## src/rtl/upd_pkg.sv

```systemverilog
package upd_pkg;

  // Character buffer: up to five held characters plus the one being looked at.
  localparam int BUF_DEPTH = 6;
  localparam int CNT_W     = 3;
  localparam int MODE_W    = 2;

  localparam logic [MODE_W-1:0] MODE_PLAIN = 2'd0;
  localparam logic [MODE_W-1:0] MODE_PCT   = 2'd1;
  localparam logic [MODE_W-1:0] MODE_AMP   = 2'd2;

  localparam logic [7:0] CH_PCT   = 8'h25;  // '%'
  localparam logic [7:0] CH_AMP   = 8'h26;  // '&'
  localparam logic [7:0] CH_QUOTE = 8'h27;  // single quote
  localparam logic [7:0] CH_SEMI  = 8'h3b;

  localparam logic [CNT_W-1:0] APOS_LEN = 3'd5;  // held chars when "apos;" completes
  localparam logic [CNT_W-1:0] AMP_LEN  = 3'd4;  // held chars when "amp;" completes

  typedef struct packed {
    logic [MODE_W-1:0] mode;
    logic [CNT_W-1:0]  p;       // held count
    logic [7:0]        c;       // character under test
    logic [7:0]        h1;      // second held character
    logic              ap;      // "apos;" still possible
    logic              am;      // "amp;" still possible
    logic              at_end;  // resolve held chars, no new character
  } step_in_t;

  typedef struct packed {
    logic              emit;
    logic [7:0]        byte_val;
    logic [CNT_W-1:0]  drop;    // entries removed from the buffer head
    logic [CNT_W-1:0]  p_next;
    logic [MODE_W-1:0] mode_next;
    logic              ap_next;
    logic              am_next;
  } step_out_t;

  typedef struct packed {
    logic       emit;
    logic [7:0] byte_val;
    logic       finish;
    logic       last;
  } out_req_t;

  function automatic logic is_hex(input logic [7:0] c);
    return (c >= 8'h30 && c <= 8'h39) || (c >= 8'h61 && c <= 8'h66) ||
           (c >= 8'h41 && c <= 8'h46);
  endfunction

  function automatic logic [3:0] hex_nib(input logic [7:0] c);
    logic [7:0] v;
    if (c <= 8'h39) v = c - 8'h30;
    else if (c >= 8'h61) v = c - 8'h57;
    else v = c - 8'h37;
    return v[3:0];
  endfunction

  // Expected character once k characters are held ("&" is the first).
  function automatic logic [7:0] apos_char(input logic [CNT_W-1:0] k);
    logic [7:0] r;
    unique case (k)
      3'd1:    r = 8'h61;
      3'd2:    r = 8'h70;
      3'd3:    r = 8'h6f;
      3'd4:    r = 8'h73;
      3'd5:    r = CH_SEMI;
      default: r = 8'h00;
    endcase
    return r;
  endfunction

  function automatic logic [7:0] amp_char(input logic [CNT_W-1:0] k);
    logic [7:0] r;
    unique case (k)
      3'd1:    r = 8'h61;
      3'd2:    r = 8'h6d;
      3'd3:    r = 8'h70;
      3'd4:    r = CH_SEMI;
      default: r = 8'h00;
    endcase
    return r;
  endfunction

endpackage

```

## src/rtl/upd_step.sv

```systemverilog
// One decode step: looks at the held state and one character, decides what to
// emit, how many buffer entries to retire and the next match state.
module upd_step (
  input  upd_pkg::step_in_t  si,
  output upd_pkg::step_out_t so
);

  logic ap_n;
  logic am_n;
  logic [upd_pkg::CNT_W-1:0] p_inc;

  assign ap_n  = si.ap && (si.c == upd_pkg::apos_char(si.p));
  assign am_n  = si.am && (si.p <= upd_pkg::AMP_LEN) && (si.c == upd_pkg::amp_char(si.p));
  assign p_inc = si.p + 3'd1;

  always_comb begin
    so           = '0;
    so.p_next    = si.p;
    so.mode_next = si.mode;
    so.ap_next   = si.ap;
    so.am_next   = si.am;
    if (si.at_end) begin
      // string ended with a match open: drop '%' or emit '&', replay the rest
      so.emit      = (si.mode == upd_pkg::MODE_AMP);
      so.byte_val  = upd_pkg::CH_AMP;
      so.drop      = 3'd1;
      so.p_next    = '0;
      so.mode_next = upd_pkg::MODE_PLAIN;
    end else begin
      unique case (si.mode)
        upd_pkg::MODE_PCT: begin
          if (si.p <= 3'd1) begin
            if (upd_pkg::is_hex(si.c)) begin
              so.p_next = p_inc;
            end else begin
              so.drop      = 3'd1;
              so.p_next    = '0;
              so.mode_next = upd_pkg::MODE_PLAIN;
            end
          end else begin
            so.p_next    = '0;
            so.mode_next = upd_pkg::MODE_PLAIN;
            if (upd_pkg::is_hex(si.h1) && upd_pkg::is_hex(si.c)) begin
              so.emit     = 1'b1;
              so.byte_val = {upd_pkg::hex_nib(si.h1), upd_pkg::hex_nib(si.c)};
              so.drop     = p_inc;
            end else begin
              so.drop = 3'd1;
            end
          end
        end
        upd_pkg::MODE_AMP: begin
          if (ap_n && si.p == upd_pkg::APOS_LEN) begin
            so.emit      = 1'b1;
            so.byte_val  = upd_pkg::CH_QUOTE;
            so.drop      = p_inc;
            so.p_next    = '0;
            so.mode_next = upd_pkg::MODE_PLAIN;
          end else if (am_n && si.p == upd_pkg::AMP_LEN) begin
            so.emit      = 1'b1;
            so.byte_val  = upd_pkg::CH_AMP;
            so.drop      = p_inc;
            so.p_next    = '0;
            so.mode_next = upd_pkg::MODE_PLAIN;
          end else if (ap_n || am_n) begin
            so.p_next  = p_inc;
            so.ap_next = ap_n;
            so.am_next = am_n;
          end else begin
            so.emit      = 1'b1;
            so.byte_val  = upd_pkg::CH_AMP;
            so.drop      = 3'd1;
            so.p_next    = '0;
            so.mode_next = upd_pkg::MODE_PLAIN;
          end
        end
        default: begin
          if (si.c == upd_pkg::CH_PCT) begin
            so.p_next    = 3'd1;
            so.mode_next = upd_pkg::MODE_PCT;
          end else if (si.c == upd_pkg::CH_AMP) begin
            so.p_next    = 3'd1;
            so.mode_next = upd_pkg::MODE_AMP;
            so.ap_next   = 1'b1;
            so.am_next   = 1'b1;
          end else begin
            so.emit     = 1'b1;
            so.byte_val = si.c;
            so.drop     = 3'd1;
            so.p_next   = '0;
          end
        end
      endcase
    end
  end

endmodule

```

## src/rtl/upd_out.sv

```systemverilog
// Result staging: one pending byte (so the last one can be tagged) and the
// output register.
module upd_out (
  input  logic              clk,
  input  logic              rst,
  input  upd_pkg::out_req_t req,
  output logic              stall,
  output logic              m_tvalid,
  input  logic              m_tready,
  output logic [7:0]        m_tdata,
  output logic              m_tuser,
  output logic              m_tlast
);

  logic       pend_v;
  logic [7:0] pend_b;
  logic       slot_free;
  logic       need_push;

  assign slot_free = !m_tvalid || m_tready;
  assign need_push = (req.emit && pend_v) || (req.finish && (pend_v || req.last));
  assign stall     = need_push && !slot_free;

  always_ff @(posedge clk) begin
    if (rst) begin
      pend_v   <= 1'b0;
      m_tvalid <= 1'b0;
    end else begin
      if (need_push && slot_free) begin
        m_tvalid <= 1'b1;
      end else if (m_tready) begin
        m_tvalid <= 1'b0;
      end
      if (!stall) begin
        if (req.emit) begin
          pend_v <= 1'b1;
        end else if (req.finish) begin
          pend_v <= 1'b0;
        end
      end
    end
  end

  always_ff @(posedge clk) begin
    if (need_push && slot_free) begin
      m_tdata <= pend_v ? pend_b : 8'h00;
      m_tuser <= pend_v;
      m_tlast <= req.finish && req.last;
    end
    if (!stall && req.emit) begin
      pend_b <= req.byte_val;
    end
  end

endmodule

```

## src/rtl/uri_percent_entity_decoder.sv

```systemverilog
// Channel  | Signals                         | Contents
// ---------+---------------------------------+-----------------------------------
// s (in)   | s_tvalid s_tready s_tdata s_tlast | tdata[7:0] in_char, tlast is_last
// m (out)  | m_tvalid m_tready m_tdata         | tdata[7:0] out_byte,
//          |   m_tuser m_tlast               |   tuser has_byte, tlast last
//
// One request at a time. After the accept, the shared step unit runs once
// per character under test (the new one plus any replayed held characters,
// up to six), once more for a match still open at end of string, and a
// final step flushes the pending byte; a step that must push a result waits
// while m_tready holds off output.
// rst is synchronous, active high; backpressure only freezes the sequencer.
module uri_percent_entity_decoder (
  input  logic       clk,
  input  logic       rst,
  input  logic       s_tvalid,
  output logic       s_tready,
  input  logic [7:0] s_tdata,   // [7:0] in_char
  input  logic       s_tlast,
  output logic       m_tvalid,
  input  logic       m_tready,
  output logic [7:0] m_tdata,   // [7:0] out_byte
  output logic       m_tuser,   // [0] has_byte
  output logic       m_tlast
);

  localparam logic ST_IDLE = 1'b0;
  localparam logic ST_RUN  = 1'b1;

  logic state;
  logic last_flag;

  // buf[0 .. p-1] are held characters, buf[p .. len-1] still wait for a step
  logic [7:0]                  cbuf [upd_pkg::BUF_DEPTH];
  logic [upd_pkg::CNT_W-1:0]   len;
  logic [upd_pkg::CNT_W-1:0]   p;
  logic [upd_pkg::MODE_W-1:0]  mode;
  logic                        ap;
  logic                        am;

  logic char_step;
  logic end_step;
  logic finish;
  logic stall;
  logic do_step;
  logic accept;

  upd_pkg::step_in_t  si;
  upd_pkg::step_out_t so;
  upd_pkg::out_req_t  oreq;

  assign s_tready  = (state == ST_IDLE);
  assign accept    = s_tvalid && s_tready;
  assign char_step = (state == ST_RUN) && (p < len);
  assign end_step  = (state == ST_RUN) && !(p < len) && last_flag && (p != '0);
  assign finish    = (state == ST_RUN) && !char_step && !end_step;
  assign do_step   = (char_step || end_step) && !stall;

  always_comb begin
    si.mode   = mode;
    si.p      = p;
    si.c      = cbuf[p];
    si.h1     = cbuf[1];
    si.ap     = ap;
    si.am     = am;
    si.at_end = !char_step;
  end

  upd_step u_step (
    .si (si),
    .so (so)
  );

  always_comb begin
    oreq.emit     = (char_step || end_step) && so.emit;
    oreq.byte_val = so.byte_val;
    oreq.finish   = finish;
    oreq.last     = last_flag;
  end

  upd_out u_out (
    .clk      (clk),
    .rst      (rst),
    .req      (oreq),
    .stall    (stall),
    .m_tvalid (m_tvalid),
    .m_tready (m_tready),
    .m_tdata  (m_tdata),
    .m_tuser  (m_tuser),
    .m_tlast  (m_tlast)
  );

  // sequencer and match state
  always_ff @(posedge clk) begin
    if (rst) begin
      state <= ST_IDLE;
      len   <= '0;
      p     <= '0;
      mode  <= upd_pkg::MODE_PLAIN;
      ap    <= 1'b0;
      am    <= 1'b0;
    end else begin
      unique case (state)
        ST_IDLE: begin
          if (accept) begin
            len   <= len + 3'd1;
            state <= ST_RUN;
          end
        end
        ST_RUN: begin
          if (do_step) begin
            len  <= len - so.drop;
            p    <= so.p_next;
            mode <= so.mode_next;
            ap   <= so.ap_next;
            am   <= so.am_next;
          end else if (finish && !stall) begin
            state <= ST_IDLE;
          end
        end
        default: state <= ST_IDLE;
      endcase
    end
  end

  // character buffer: append on accept, retire from the head after a step
  always_ff @(posedge clk) begin
    if (accept) begin
      cbuf[len] <= s_tdata;
      last_flag <= s_tlast;
    end else if (do_step && so.drop != '0) begin
      for (int i = 0; i < upd_pkg::BUF_DEPTH; i++) begin
        for (int k = 1; k <= upd_pkg::BUF_DEPTH; k++) begin
          if (so.drop == k[upd_pkg::CNT_W-1:0] && i + k < upd_pkg::BUF_DEPTH) begin
            cbuf[i] <= cbuf[i+k];
          end
        end
      end
    end
  end

endmodule

```

## config.mk

```make
export PLATFORM = sky130hd
export DESIGN_NAME = uri_percent_entity_decoder
export DESIGN_NICKNAME = d
export VERILOG_FILES = /design/src/rtl/upd_pkg.sv /design/src/rtl/upd_step.sv /design/src/rtl/upd_out.sv /design/src/rtl/uri_percent_entity_decoder.sv
export SDC_FILE = /design/constraint.sdc
export NUM_CORES = 1
export LEC_CHECK = 0
export BUFFER_PORTS_ARGS = -buffer_cell sky130_fd_sc_hd__buf_2
export CORE_MARGIN = 3
export CORE_UTILIZATION = 50
export CTS_BUF_LIST = sky130_fd_sc_hd__clkbuf_8
export DETAILED_ROUTE_END_ITERATION = 7
export GPL_ROUTABILITY_DRIVEN = 0
export GPL_TIMING_DRIVEN = 1
export PLACE_DENSITY_LB_ADDON = 0.05
export SETUP_SLACK_MARGIN = 0.4
export SLEW_MARGIN = 20
export SYNTH_ARGS = -nofsm -noshare
export SYNTH_HDL_FRONTEND = slang
export SYNTH_SLANG_ARGS = --single-unit
```

## constraint.sdc

```tcl
create_clock -name clk -period 5.2 [get_ports clk]
set_input_delay 0.26 -clock clk [delete_from_list [all_inputs] [get_ports clk]]
set_output_delay 0.26 -clock clk [all_outputs]
set_load 0.05 [all_outputs]
```

==> flow_metrics.env <==
export IMPL_antenna_found_initial=0
export IMPL_multiInputGateArea_sq_um=3590
export IMPL_grt_pass1_wl_um=30200
export IMPL_fmax_mhz=217
export IMPL_io_buffers=24
export IMPL_slew_headroom=0.348
export IMPL_cts_reportedPaths_clkPinSlew_ns=0.11
export IMPL_antennaDiodeCount=0
export IMPL_grt_setup_unrepaired="no"
export IMPL_synth_edf_count=83
export IMPL_routed_via_density=6.35
export IMPL_final_area_sq_um=7260
export IMPL_die_w_um=122
export IMPL_root_buffer="clkbuf_8"
export IMPL_first_pass_iters=5
export IMPL_wl_met1_um=8600
export IMPL_powerDensity_nw_per_um2=276
export IMPL_start_util=0.522
export IMPL_drv_cap=0
export IMPL_cts_sinks=99
export IMPL_cp_arrival_ns=4.70
export IMPL_vias=5498
export IMPL_min_delay_start="s_tlast"
export IMPL_ys_seq_area_frac=0.421
export IMPL_globalRouteTotalUtil=0.266
export IMPL_drc=0
export IMPL_peakVddDrop_uv=196
export IMPL_met3_wirelength_um=1380
export IMPL_dp_hpwl_um=14000
export IMPL_ys_warn_count=0
export IMPL_ff_latch_area_sq_um=2820
export IMPL_skew_ns=0.0193
export IMPL_antenna_left=0
export IMPL_p_sw_frac=0.335
export IMPL_ys_seq_elements=99
export IMPL_gr_total_overflow=0
export IMPL_dpl_cell_area_sq_um=7000
export IMPL_comb_power_share=0.263
export IMPL_setup_viol=0
export IMPL_whs_ns=0.0257
export IMPL_nFillCells=1150
export IMPL_synth_area_per_cell_sq_um=10.1
export IMPL_drv_slew=0
export IMPL_p_seq_frac=0.504
export IMPL_initialDrtViolationCount=561
export IMPL_synth_net_count=695
export IMPL_ys_types=72
export IMPL_fin_ws_ns=0.594
export IMPL_syn_to_final_growth_pct=8.51
export IMPL_ff2ff_setup_slack_ns=0.59
export IMPL_topRoutingLayerUsed="met4"
export IMPL_min_delay_path_depth=1
export IMPL_setup_tns_ns=0
export IMPL_clkPwrFrac=0.233
export IMPL_hold_path_end="last_flag"
export IMPL_intPower_mw=1.33
export IMPL_dr_wl_met2_um=8440
export IMPL_holdCritPathClass="primary input to register"
export IMPL_cts_htree_levels=3
export IMPL_nets=724
export IMPL_critPathCaptureType="register"
export IMPL_cts_made_buffers=9
export IMPL_grt_max_degree=28
export IMPL_cp_required_ns=5.29
export IMPL_wl_per_cell_um=21.9
export IMPL_total_leakage_power_nw=2.69
export IMPL_status="complete, no violations"
export IMPL_r2r_end="cbuf[0][1]"
export IMPL_min_period_ns=4.61
export IMPL_timing_critical_path_from_type="register"
export IMPL_synth_area_sq_um=6690
export IMPL_io_pins=25
export IMPL_num_rows=41
export IMPL_clkLatencyLatePin_ns=0.40
export IMPL_hold_viol=0
export IMPL_dieArea_sq_um=14800
export IMPL_async_reset_ff_frac=0
export IMPL_r2r_cells=15
export IMPL_die_y_um=122
export IMPL_wl_um=19000
export IMPL_core_sq_um=12800
export IMPL_clockBufferDepth=2
export IMPL_synthCells=660
export IMPL_path_class="register to register"
export IMPL_preCtsSetupSlack_ns=0.339
export IMPL_grt_pass1_vias=5368
export IMPL_worst_pin_slew_ns=0.974
export IMPL_crit_path_max_fanout=18
export IMPL_ys_flop_type="edfxtp_1"
export IMPL_switchingPower_mw=0.671
export IMPL_min_period_over_period=0.886
export IMPL_tritoncts="yes"
export IMPL_drive_gt1_frac=0.169
[sequential cells by signal, indices dropped and copies added (netlist names), 2 cells and up, named ones only]
register,flops
cbuf,64
mode,2
u_out.m_tdata,8
u_out.pend_b,8
len,3
p,3
[worst max-delay path by stage]
stage	start	endpoint	slack [ns]	depth (start not counted)
2_1_floorplan	register	cbuf[1][0]	0.65	19
3_3_place_gp	register	cbuf[4][3]	0.40	13
3_5_place_dp	register	cbuf[3][6]	0.34	14
4_1_cts	register	cbuf[1][1]	0.36	14
5_1_grt	register	cbuf[0][1]	0.39	17
6_report	register	cbuf[0][1]	0.59	15
[logic make-up after synthesis]
logic type / share of synthesized area
and+or+nand+nor: 0.148
adders and majority gates: 0.0423
muxes: 0.128
DFF: 0.421
AOI/OAI and AO/OA: 0.198
xor gates and xnor gates: 0.0105
buffers and inverters: 0.0531
[through the flow]
step                      power, mW  cells   util
final                          2.00    866  0.566
after global routing           2.11    866  0.566
after CTS                      1.99    864  0.560
after detailed placement       1.53    848  0.546
after global placement         1.52    848  0.546
after floorplan                1.38    660      -
[cell usage in the layout, fill, tap and decap left out, types with 6 or more instances in the layout]
| master | count |
|---|---|
| o221ai_1 | 8 |
| nor2b_1 | 9 |
| mux2i_1 | 58 |
| nand3_1 | 11 |
| a221o_1 | 9 |
| buf_2 | 24 |
| dfxtp_1 | 13 |
| nor2_1 | 52 |
| and2_1 | 12 |
| inv_1 | 34 |
| nor4_1 | 6 |
| and3_1 | 10 |
| a21o_1 | 10 |
| a31oi_1 | 6 |
| or3_1 | 6 |
| nand2_1 | 53 |
| nor3_1 | 14 |
| o22ai_1 | 10 |
| edfxtp_1 | 83 |
| clkbuf_8 | 10 |
| mux2_2 | 6 |
| a211oi_1 | 9 |
| a22oi_2 | 7 |
| a21oi_1 | 39 |
| a22oi_1 | 12 |
| xnor2_1 | 7 |
| o21ai_0 | 36 |
| ha_1 | 21 |
| buf_4 | 30 |
[final cells by class]
cell class / count / share of cell area
clock buffers: 10 / 0.0190
clock inverters: 6 / 0.00448
inverters: 31 / 0.0160
multi-input cells: 494 / 0.495
flip-flops and latches: 99 / 0.388
well taps: 172 / 0.0297
repair buffers: 54 / 0.0476
[worst max-delay path: stages, from the launching register on]
cell	delay [ns]
dfxtp_4	0.54
buf_4	0.20
mux4_2	0.55
mux2_2	0.38
xnor2_1	0.15
and3_1	0.20
o21ai_2	0.21
o21bai_1	0.16
a221oi_4	0.47
o311ai_1	0.21
buf_4	0.23
a211o_1	0.31
buf_4	0.24
and2_1	0.18
o31ai_1	0.06
buf_4	0.23
[routing by layer]
| metal | vias up | global-route usage |
|---|---|---|
| met5 | - | 0 |
| met4 | 0 | 0.108 |
| met3 | 36 | 0.0525 |
| met2 | 242 | 0.389 |
| met1 | 2655 | 0.386 |
| li1 | 2565 | - |
[repair_timing]
item / CTS / global route
cloned: 0 / 1
setup endpoints to repair: 23 / 75
gates resized for setup: 1 / 18
setup buffers: 0 / 1
pin swaps: 0 / 2
hold buffers: 0 / 0
[Yosys cell counts, types with 5 or more instances]
cell	instances	area [sq um]
mux2_2	6	67.6
buf_2	6	30.0
o221ai_1	8	70.1
edfxtp_1	83	2490
nor3_1	14	70.1
nand3_1	11	55.1
mux2i_1	58	581
buf_6	6	67.6
and2_1	13	81.3
o21ai_0	36	180
and3_1	11	68.8
nor2_1	54	203
xnor2_1	7	61.3
o22ai_1	10	62.6
a21o_1	11	82.6
clkbuf_1	15	56.3
nor2b_1	9	56.3
nand4_1	5	31.3
ha_1	21	263
a31oi_1	6	37.5
inv_1	31	116
buf_4	8	60.1
a211oi_1	9	67.6
a221o_1	9	90.1
o21a_1	5	37.5
a21oi_1	39	195
nor4_1	6	37.5
nand2_1	55	206
dfxtp_1	16	320
a22oi_1	17	128
or3_1	6	37.5
[power by group through the flow]
| stage | combinational, mW | clock, mW | sequential, mW |
|---|---|---|---|
| floorplan | 0.377 | 0 | 0.999 |
| global placement | 0.498 | 0 | 1.03 |
| detailed placement | 0.506 | 0 | 1.03 |
| CTS | 0.510 | 0.477 | 1.01 |
| global route | 0.584 | 0.511 | 1.01 |
| finish | 0.527 | 0.467 | 1.01 |
Power figures use the tool's default switching activity.
